--- src/amq_pkg.sv ---
`default_nettype none
package amq_pkg;

  // sizing
  localparam int QUEUE_DEPTH = 1024;
  localparam int TIME_WIDTH  = 48;
  localparam int COUNT_W     = 11;
  localparam int NOW_W       = 48;
  localparam int AREA_W      = 64;
  localparam int PROD_W      = COUNT_W + TIME_WIDTH;
  localparam int SUM_W       = ((PROD_W > AREA_W) ? PROD_W : AREA_W) + 1;

  // configuration port
  localparam int CFG_ADDR_W = 3;
  localparam int CFG_DATA_W = 32;
  localparam logic [0:0] REG_QUEUE_LIMIT = 1'b0;
  localparam logic [COUNT_W-1:0] LIMIT_RESET = COUNT_W'(200);

  typedef logic [COUNT_W-1:0]    count_t;
  typedef logic [TIME_WIDTH-1:0] time_t;
  typedef logic [AREA_W-1:0]     area_t;

  typedef enum logic {
    FUNC_ENQ = 1'b0,
    FUNC_DEQ = 1'b1
  } func_t;

  typedef enum logic [2:0] {
    VERDICT_SCHED = 3'd0,
    VERDICT_SEND  = 3'd1,
    VERDICT_DROP  = 3'd2,
    VERDICT_DEQ   = 3'd3,
    VERDICT_ERR   = 3'd4
  } verdict_t;

  // one input word
  typedef struct packed {
    func_t             func;
    logic [NOW_W-1:0]  now_ns;
    logic              must_queue;
  } amq_word_t;

endpackage
`default_nettype wire

--- src/amq_cfg_regs.sv ---
`default_nettype none
module amq_cfg_regs
  import amq_pkg::*;
(
  input  wire logic                  clk,
  input  wire logic                  rst_n,
  input  wire logic                  cfg_psel,
  input  wire logic                  cfg_penable,
  input  wire logic                  cfg_pwrite,
  input  wire logic [CFG_ADDR_W-1:0] cfg_paddr,
  input  wire logic [CFG_DATA_W-1:0] cfg_pwdata,
  output logic      [CFG_DATA_W-1:0] cfg_prdata,
  output logic                       cfg_pready,
  output count_t                     queue_limit
);

  count_t     queue_limit_r;
  count_t     queue_limit_nxt;
  logic [0:0] reg_index;
  logic       wr_en;

  // register index from the word address
  assign reg_index = cfg_paddr[2:2];
  assign wr_en     = cfg_psel && cfg_penable && cfg_pwrite && cfg_pready;

  always_comb begin
    queue_limit_nxt = queue_limit_r;
    if (wr_en && (reg_index == REG_QUEUE_LIMIT)) begin
      queue_limit_nxt = cfg_pwdata[COUNT_W-1:0];
    end
  end

  always_ff @(posedge clk) begin
    if (!rst_n) begin
      queue_limit_r <= LIMIT_RESET;
    end else begin
      queue_limit_r <= queue_limit_nxt;
    end
  end

  // read back
  always_comb begin
    cfg_prdata = '0;
    if (reg_index == REG_QUEUE_LIMIT) begin
      cfg_prdata = CFG_DATA_W'(queue_limit_r);
    end
  end

  assign cfg_pready  = 1'b1;
  assign queue_limit = queue_limit_r;

endmodule
`default_nettype wire

--- src/amq_in_reg.sv ---
`default_nettype none
module amq_in_reg
  import amq_pkg::*;
(
  input  wire logic      clk,
  input  wire logic      rst_n,
  input  wire logic      in_valid,
  output logic           in_ready,
  input  wire amq_word_t in_word,
  output logic           word_valid,
  output amq_word_t      word,
  input  wire logic      word_take
);

  logic      valid_r;
  logic      valid_nxt;
  amq_word_t word_r;
  logic      accept;

  // take a new word when the register is empty or the held one leaves in the same cycle
  assign in_ready = !valid_r || word_take;
  assign accept   = in_valid && in_ready;

  always_comb begin
    valid_nxt = valid_r;
    if (accept) begin
      valid_nxt = 1'b1;
    end else if (word_take) begin
      valid_nxt = 1'b0;
    end
  end

  always_ff @(posedge clk) begin
    if (!rst_n) begin
      valid_r <= 1'b0;
    end else begin
      valid_r <= valid_nxt;
    end
  end

  // payload holds until replaced
  always_ff @(posedge clk) begin
    if (accept) begin
      word_r <= in_word;
    end
  end

  assign word_valid = valid_r;
  assign word       = word_r;

endmodule
`default_nettype wire

--- src/amq_policy.sv ---
`default_nettype none
module amq_policy
  import amq_pkg::*;
(
  input  wire logic      clk,
  input  wire logic      rst_n,
  input  wire count_t    queue_limit,
  input  wire logic      word_valid,
  input  wire amq_word_t word,
  output logic           word_take,
  output logic           out_valid,
  input  wire logic      out_ready,
  output verdict_t       verdict,
  output logic           congestion_mark,
  output count_t         queue_length
);

  // queue state
  count_t   queue_count_r;
  count_t   queue_count_nxt;
  area_t    area_sum_r;
  area_t    area_sum_nxt;
  time_t    last_time_r;
  time_t    last_time_nxt;

  // result register
  logic     out_valid_r;
  logic     out_valid_nxt;
  verdict_t verdict_r;
  verdict_t verdict_nxt;
  logic     mark_r;
  logic     mark_nxt;
  count_t   length_r;

  time_t              now;
  time_t              delta;
  logic [PROD_W-1:0]  prod;
  logic [SUM_W-1:0]   sum_wide;
  area_t              area_acc;
  logic               now_zero;
  logic               full;

  assign word_take = word_valid && (!out_valid_r || out_ready);

  // time step and area increment
  assign now      = word.now_ns[TIME_WIDTH-1:0];
  assign delta    = (now > last_time_r) ? (now - last_time_r) : '0;
  assign prod     = PROD_W'(queue_count_r) * PROD_W'(delta);
  assign sum_wide = SUM_W'(area_sum_r) + SUM_W'(prod);
  assign area_acc = (sum_wide[SUM_W-1:AREA_W] != '0) ? '1 : sum_wide[AREA_W-1:0];
  assign now_zero = (now == '0);
  assign full     = (queue_count_r >= queue_limit) ||
                    (32'(queue_count_r) >= 32'(QUEUE_DEPTH));

  // decision
  always_comb begin
    queue_count_nxt = queue_count_r;
    area_sum_nxt    = area_sum_r;
    last_time_nxt   = last_time_r;
    verdict_nxt     = verdict_r;
    mark_nxt        = mark_r;
    out_valid_nxt   = out_valid_r;
    if (out_valid_r && out_ready) begin
      out_valid_nxt = 1'b0;
    end
    if (word_take) begin
      out_valid_nxt = 1'b1;
      mark_nxt      = 1'b0;
      if (word.func == FUNC_ENQ) begin
        if (full) begin
          verdict_nxt = VERDICT_DROP;
        end else begin
          area_sum_nxt  = area_acc;
          last_time_nxt = now;
          if (now_zero) begin
            verdict_nxt = VERDICT_ERR;
          end else begin
            mark_nxt = (area_acc >= AREA_W'(now));
            if (!word.must_queue && (queue_count_r == '0)) begin
              verdict_nxt = VERDICT_SEND;
            end else begin
              verdict_nxt     = VERDICT_SCHED;
              queue_count_nxt = queue_count_r + COUNT_W'(1);
            end
          end
        end
      end else begin
        if (queue_count_r == '0) begin
          verdict_nxt = VERDICT_ERR;
        end else begin
          area_sum_nxt    = area_acc;
          last_time_nxt   = now;
          queue_count_nxt = queue_count_r - COUNT_W'(1);
          verdict_nxt     = now_zero ? VERDICT_ERR : VERDICT_DEQ;
        end
      end
    end
  end

  always_ff @(posedge clk) begin
    if (!rst_n) begin
      queue_count_r <= '0;
      area_sum_r    <= '0;
      last_time_r   <= '0;
      out_valid_r   <= 1'b0;
    end else begin
      queue_count_r <= queue_count_nxt;
      area_sum_r    <= area_sum_nxt;
      last_time_r   <= last_time_nxt;
      out_valid_r   <= out_valid_nxt;
    end
  end

  // result payload
  always_ff @(posedge clk) begin
    verdict_r <= verdict_nxt;
    mark_r    <= mark_nxt;
    if (word_take) begin
      length_r <= queue_count_nxt;
    end
  end

  assign out_valid       = out_valid_r;
  assign verdict         = verdict_r;
  assign congestion_mark = mark_r;
  assign queue_length    = length_r;

`ifndef SYNTHESIS
  // only enqueues that are scheduled or sent carry a mark
  a_mark_only_on_enqueue: assert property (@(posedge clk) disable iff (!rst_n)
    (out_valid_r && mark_r) |-> (verdict_r == VERDICT_SCHED || verdict_r == VERDICT_SEND))
    else $error("congestion mark on a non-enqueue verdict");

  // queue never grows past the storage depth
  a_count_bounded: assert property (@(posedge clk) disable iff (!rst_n)
    32'(queue_count_r) <= 32'(QUEUE_DEPTH))
    else $error("queue count above depth");

  // area only grows or saturates
  a_area_monotonic: assert property (@(posedge clk) disable iff (!rst_n)
    $past(rst_n) |-> (area_sum_r >= $past(area_sum_r)))
    else $error("area sum decreased");

  // a dequeue of a non-empty queue removes exactly one packet
  a_deq_decrements: assert property (@(posedge clk) disable iff (!rst_n)
    (word_take && word.func == FUNC_DEQ && queue_count_r != '0)
      |=> (queue_count_r == $past(queue_count_r) - COUNT_W'(1)))
    else $error("dequeue did not decrement the count");
`endif

endmodule
`default_nettype wire

--- src/avg_queue_congestion_marker_core.sv ---
`default_nettype none
// Average queue length congestion marker for one port.
// Input channel (in_valid/in_ready): one word per enqueue or dequeue event,
// with its timestamp in ns and the force-queue flag.
// Result channel (out_valid/out_ready): one word per input word, carrying the
// verdict, the congestion mark and the queue length after the event.
// Config: APB-style port, queue_limit at byte address 0, pready tied high.
// Path: an accepted word sits in the input register, and the policy then
// registers its result in the result register, from which it is taken.
// Throughput: one word per cycle while the result is taken; the state update (11 x 48
// bit multiply, 64 bit saturating add and compare) is combinational, so each word
// sees the state left by the word before it.
// Stall: while out_ready is low the result holds; one more word can sit in
// the input register, after which in_ready drops until the result is taken.
// Reset (synchronous rst_n low): queue count, area and last event time go to
// zero, queue_limit to 200, both channels empty.
module avg_queue_congestion_marker_core
  import amq_pkg::*;
(
  input  wire logic                  clk,
  input  wire logic                  rst_n,
  input  wire logic                  in_valid,
  output logic                       in_ready,
  input  wire logic                  in_func,
  input  wire logic [NOW_W-1:0]      in_now_ns,
  input  wire logic                  in_must_queue,
  output logic                       out_valid,
  input  wire logic                  out_ready,
  output logic [2:0]                 out_verdict,
  output logic                       out_congestion_mark,
  output logic [COUNT_W-1:0]         out_queue_length,
  input  wire logic                  cfg_psel,
  input  wire logic                  cfg_penable,
  input  wire logic                  cfg_pwrite,
  input  wire logic [CFG_ADDR_W-1:0] cfg_paddr,
  input  wire logic [CFG_DATA_W-1:0] cfg_pwdata,
  output logic      [CFG_DATA_W-1:0] cfg_prdata,
  output logic                       cfg_pready
);

  count_t    queue_limit;
  amq_word_t in_word;
  amq_word_t word;
  logic      word_valid;
  logic      word_take;
  verdict_t  verdict;
  count_t    queue_length;

  assign in_word = '{func: func_t'(in_func), now_ns: in_now_ns, must_queue: in_must_queue};

  amq_cfg_regs u_cfg (
    .clk         (clk),
    .rst_n       (rst_n),
    .cfg_psel    (cfg_psel),
    .cfg_penable (cfg_penable),
    .cfg_pwrite  (cfg_pwrite),
    .cfg_paddr   (cfg_paddr),
    .cfg_pwdata  (cfg_pwdata),
    .cfg_prdata  (cfg_prdata),
    .cfg_pready  (cfg_pready),
    .queue_limit (queue_limit)
  );

  amq_in_reg u_in (
    .clk        (clk),
    .rst_n      (rst_n),
    .in_valid   (in_valid),
    .in_ready   (in_ready),
    .in_word    (in_word),
    .word_valid (word_valid),
    .word       (word),
    .word_take  (word_take)
  );

  amq_policy u_policy (
    .clk             (clk),
    .rst_n           (rst_n),
    .queue_limit     (queue_limit),
    .word_valid      (word_valid),
    .word            (word),
    .word_take       (word_take),
    .out_valid       (out_valid),
    .out_ready       (out_ready),
    .verdict         (verdict),
    .congestion_mark (out_congestion_mark),
    .queue_length    (queue_length)
  );

  assign out_verdict      = 3'(verdict);
  assign out_queue_length = queue_length;

endmodule
`default_nettype wire
--- config.mk ---
export PLATFORM = sky130hd
export DESIGN_NAME = avg_queue_congestion_marker_core
export DESIGN_NICKNAME = d
export VERILOG_FILES = /design/src/amq_pkg.sv /design/src/amq_cfg_regs.sv /design/src/amq_in_reg.sv /design/src/amq_policy.sv /design/src/avg_queue_congestion_marker_core.sv
export SDC_FILE = /design/constraint.sdc
export NUM_CORES = 2
export LEC_CHECK = 0
export BUFFER_PORTS_ARGS = -buffer_cell sky130_fd_sc_hd__buf_2
export CAP_MARGIN = 0
export CORE_ASPECT_RATIO = 1.1
export CORE_MARGIN = 8
export CORE_UTILIZATION = 39
export DETAILED_ROUTE_END_ITERATION = 10
export PLACE_DENSITY = 0.63
export SYNTH_ARGS = -nofsm -noshare
export SYNTH_HDL_FRONTEND = slang
export SYNTH_SLANG_ARGS = --single-unit
--- constraint.sdc ---
create_clock -name clk -period 12.7 [get_ports clk]
set_input_delay 3.81 -clock clk [delete_from_list [all_inputs] [get_ports clk]]
set_output_delay 3.81 -clock clk [all_outputs]
set_load 0.05 [all_outputs]
# After elaboration in Yosys (flattened, before gate mapping)
# Index checks and enable logic that the tools add are counted.
# op_classes
bitwise	1
n_addsub	4
n_shift	0
n_mux	25
n_eq_ne	2
order_cmp	4
n_div	0
mul	1
reduce_logical	19
# ops
cell	count
$mux 64	4
$mux 48	4
$mux 11	7
$add 64x59->65	1
$ge 64x48->1	1
$mul 11x48->59	1
$gt 48x48->1	1
$logic_not 48->1	1
$sub 48x48->48	1
$mux 3	5
$add 11x1->11 const B	1
$ge 11x11->1	1
$ge 11x11->1 const B	1
$logic_not 11->1	1
$sub 11x1->11 const B	1
$logic_and 1x1->1	7
$mux 1	5
$ne 2x2->1 const B	2
$reduce_bool 2->1	2
$logic_not 1->1	3
$logic_or 1x1->1	3
$reduce_and 3->1	1
$reduce_or 3->1	1
$not 1->1	1
# word_totals
output_inout_bits	50
rom_bits	0
elab_cells	68
regBits	201
latchBits	0
mem_count	0
ramBits	0
input_bits	92

# Longest topological paths before layout
# logic_depth
word_depth	7
depth_mapped	48
depth_no_buf	45

# Hierarchy
# A second synthesis with hierarchy kept.
# hier_totals
hier_cells	3692
hier_area_um2	30638.1
# by_module_without_submodules
module	seq_area_each_um2	area_per_inst_um2	cells_per_inst	n_inst
amq_policy	2932.8	28359.7	3553	1
amq_in_reg	1521.5	1559.0	55	1
amq_cfg_regs	220.2	719.4	84	1

# Least setup slack after synthesis
# Ideal clock, no wire load.
# synth_path
path_kind	reg-to-reg
start	register u_in.word_r, in the netlist u_in.word[1]
end	register u_policy.mark_r (netlist: u_policy.congestion_mark), data pin
slack_ns	2.587
path_buffers	5
required_time_ns	12.428
setup_time_ns	0.272
path_stages_with_launch	48
t_arrival_ns	9.841
period_less_slack_ns	10.113
path_cell_list	edfxtp_1 > inv_1 > ha_1 > inv_1 > fa_1 > a21o_1 > a21o_1 > a211oi_2 > nor2_1 > a221oi_2 > nand2b_1 > a21boi_1 > o21ai_1 > buf_2 > buf_4 > buf_2 > nor3_1 > fa_1 > (+12 left out) > o21bai_1 > o311ai_4 > a2111oi_4 > nor2_2 > buf_2 > buf_2 > nand2b_1 > ha_1 > a21o_1 > a21o_1 > a211oi_1 > o21bai_1 > a221oi_1 > o21ai_0 > a31oi_1 > nand4_1 > nor4_2 > a31oi_1
# synth_between
elab_chain_cells	6
elab_cells_between_ends	9
classes_between	add/sub: 2; mul: 1; order compare: 2; mux: 2; reduce/logical: 2
# synth_lines
item	line_no	source
start: declaration	amq_in_reg.sv:17	amq_word_t word_r;
start signal: assignment	amq_in_reg.sv:44	word_r <= in_word;
$sub 48x48->48 / $gt 48x48->1 (equally long branches)	amq_policy.sv:47	assign delta = (now > last_time_r) ? (now - last_time_r) : '0;
$mux 48 *	amq_policy.sv:47	
$mul 11x48->59 *	amq_policy.sv:48	assign prod = PROD_W'(queue_count_r) * PROD_W'(delta);
$add 64x59->65 *	amq_policy.sv:49	assign sum_wide = SUM_W'(area_sum_r) + SUM_W'(prod);
$mux 64 *	amq_policy.sv:50	assign area_acc = (sum_wide[SUM_W-1:AREA_W] != '0) ? '1 : sum_wide[AREA_W-1:0];
via u_policy.area_acc[25]	amq_policy.sv:39	area_t area_acc;
$ge 64x48->1 *	amq_policy.sv:78	mark_nxt = (area_acc >= AREA_W'(now));
end signal: assignment	amq_policy.sv:117	mark_r <= mark_nxt;
end: declaration	amq_policy.sv:31	logic mark_r;
# Mark *: on every way through the listed nets, which the timed path passes. The rest lies on a longest branch.
# A chain may end at the register's enable or synchronous reset.

# Worst setup path after layout
# Same ends and word-level chain as after synthesis.

==> impl_metrics.csv <==
group,metric,value,unit
run_status,outcome,"completed",
synthesis,yosys.cell_count.top_type,"inv_1",
synthesis,synth.lib_cells_used.distinct,92,
synthesis,synth_area,31700,um^2
min_path,timing.hold.worst.class,"register to register",
global_routing,overflow,0,
synthesis,synth_flop_cell,"dfxtp_1",
synthesis,synth.top_cells.by_area,"fa_1, dfxtp_1, inv_1",
route,via_count,27523,
layout,finish.instance_area,35000,um^2
placed_design,place.gp.congestion,0.956,
layout,syn_to_final_growth,10.5,%
synthesis,edff_count_synth,65,
route,dr.first_iter.drc_count,1933,
sta,min_period_over_period,94.8,%
global_routing,grt_first_pass_wirelength,162,mm
clock_network,tritoncts,"built",
layout,drive_gt1_share,9.75,%
clock_network,clk_root_buffer_cell,"clkbuf_16",
sta,tightest_slew_margin_relative_to_the_limit,22.4,%
sta,setup_viol,0,
sta,fmax,0.0830,GHz
floorplanning,initial_standard_cell_utilization_of_the_core,39.4,%
critical_path,crit_type,"register to register",
min_path,hold-path-cell-count,2,
synthesis,synth-seq-cells,201,
critical_path,critical_path_slowest_stage_cell,"fa_1",
route,route.detailed.wl_per_inst,20.0,um
global_routing,grt_antenna_before_repair,2,
clock_network,post-cts-setup-buffer-count,0,
sta,finalHoldViolCount,0,
placed_design,place_worst_setup_slack,0.699,ns
critical_path,crit_required,13.03,ns
synthesis,asyncSetResetFlopFracSynth,0,%
sta,setup_tns,0,ns
floorplanning,dieArea,90600,um^2
global_routing,grt_start_max_net_pins,128,
placed_design,dpl-instance-area,34100,um^2
power_and_ir_drop,vdd_ir_drop_max,106,uV
clock_network,cts_sinks,201,
synthesis,synth.largest_area_cell,"fa_1",
sta,timing.final.max_slew_violations,0,
clock_network,worstSkewPairLatency,0.58,ns
synthesis,synth_seq_area_share,14.7,%
layout,fillerInstances,8117,
sta,period_needed,12.05,ns
route,detail_route.drc_violations,0,
critical_path,critical_path_launch_point_type,"register",
power_and_ir_drop,power.density_cell_area,114,nW/um^2
route,antenna_left,0,
global_routing,first_global_vias,28460,
sta,holdWs,0.453,ns
route,detailedRoute.firstPassIterationCount,6,
synthesis,mean_post_synth_cell_area,8.14,um^2
clock_network,cts_max_level,1,
synthesis,post_synth_inst_count,3895,
clock_network,clockBufferDepth,3,
clock_network,total_clock_buffers_created_by_cts,26,
floorplanning,die-height,315,um
layout,seqCellArea,4680,um^2
route,route.detailed.vias_per_inst,5.40,
layout,layout.nets,4794,
layout,multi_input_comb_area,23400,um^2
critical_path,critical_path_sink_type,"register",
job,drv.max_cap_violation_count,0,
floorplanning,placement_rows,109,
critical_path,cpMostUsedCell,"fa_1",
route,postRouteWirelength,102,mm
clock_network,post_cts_resize_count,0,
sta,worstMarginPinSlew,1.16,ns
floorplanning,core,80500,um^2
placed_design,hpwlAfterDp,82.0,mm
sta,timing.final.ws_setup,0.655,ns
placed_design,placement.io_buffers,96,
synthesis,synth_top_cells_by_count,"inv_1, nand2_1, fa_1",
critical_path,largest_stage_delay_on_the_critical_path,0.55,ns
clock_network,clk_pin_slew_worst_paths,0.06,ns
layout,num_antenna_cells,0,
layout,post_layout_nonfiller_instances,5095,
synthesis,synth_top_area_share,29.9,%
clock_network,ctsHoldBuffers,0,
floorplanning,die_w,288,um
synthesis,synth-warning-count,0,
global_routing,grt_util_all_layers,22.6,%
sta,worst_clock_skew,0.0148,ns
power_and_ir_drop,leakage,16.1,nW
placed_design,placed_cells_incl_taps,5047,
critical_path,arrival,12.37,ns
critical_path,ff2ff_path_depth,47,
sta,rsz0062_at_grt,"no",
floorplanning,io_pins,142,
critical_path,timing.critical_path.fanout_max,8,
[final cells by class]
class | count | share of cell area (%)
timing repair buffer | 286 | 5.69
tap | 1054 | 3.77
multi-input combinational | 2786 | 66.9
clock buffer | 29 | 1.92
sequential | 201 | 13.3
clock inverter | 19 | 0.672
inverter | 720 | 7.72
[worst paths after layout]
kind / startpoint / to / slack (ns)
min reg2reg: u_policy.last_time_r[46] / u_policy.last_time_r[46] / 0.45
max reg2reg: u_in.word[1] / u_policy.congestion_mark / 0.65
max: u_in.word[1] / u_policy.congestion_mark / 0.65
min: u_policy.last_time_r[46] / u_policy.last_time_r[46] / 0.45
[where the power goes]
part	total, W	internal, W	switching, W
Sequential	0.000766	0.000724	0.0000419
Clock	0.000797	0.000467	0.000330
Combinational	0.00244	0.000901	0.00154
Total	0.00401	0.00209	0.00191
[cells in the final DEF, fill, tap and decap left out, types with 26 or more instances in the layout]
cell type / netlist / routed
nand2_1: 632 / 632
a31oi_1: 27 / 27
nand4_1: 50 / 50
nand2b_1: 26 / 26
dfxtp_1: 136 / 135
xnor2_1: 63 / 63
nor3_1: 150 / 149
and2_1: 56 / 55
o21ai_0: 103 / 103
a21o_1: 58 / 58
buf_4: 30 / 183
nand3_1: 59 / 59
clkbuf_16: 0 / 26
ha_1: 208 / 208
fa_1: 473 / 473
a211oi_1: 55 / 55
buf_2: 67 / 96
inv_1: 716 / 715
nor2_1: 220 / 216
edfxtp_1: 65 / 65
xor2_1: 32 / 32
a21oi_1: 227 / 227
[per-layer routing]
layer | vias to the layer above | part of all wire (%) | wire length, um | track usage (%)
met5 | - | 0 | 0 | 0
met4 | 0 | 5.0 | 5060 | 9.85
met3 | 206 | 5.4 | 5470 | 2.49
met2 | 839 | 48 | 49300 | 39.1
met1 | 13721 | 41 | 41900 | 28.5
li1 | 12757 | - | - | -
[cell families after synthesis]
group                      count (synthesis)  share of synthesized area, %
adders and majority gates                681                          38.1
other                                      2                        0.0237
AOI/OAI and AO/OA                        673                          13.9
DFF                                      201                          14.7
and+or+nand+nor                         1304                          18.5
muxes                                     11                         0.351
buffers and inverters                    928                          11.7
xor gates and xnor gates                  95                          2.63
[flip-flops by register name, summed over array words and instances, names as in the netlist]
name / flops
u_in.word: 50
u_policy.congestion_mark: 1
u_policy.out_valid: 1
u_policy.area_sum_r: 64
u_in.word_valid: 1
u_policy.last_time_r: 48
u_policy.verdict: 3
u_cfg.queue_limit: 11
u_policy.queue_count_r: 11
u_policy.queue_length: 11
[stage by stage]
step	utilization, %	power, W
2_1_floorplan	-	0.00233
3_3_place_gp	42.4	0.00318
3_5_place_dp	42.4	0.00320
4_1_cts	43.5	0.00402
5_1_grt	43.5	0.00433
6_report	43.5	0.00401
[worst max-delay path: cells and delay by family (launching register included)]
family / cells / cell delay [ns]
DFF: 1 / 0.45
buffers and inverters: 12 / 1.55
adders and majority gates: 9 / 3.76
xor gates and xnor gates: 1 / 0.15
AOI/OAI and AO/OA: 17 / 4.03
and+or+nand+nor: 8 / 1.80
Power figures use the tool's default switching activity.
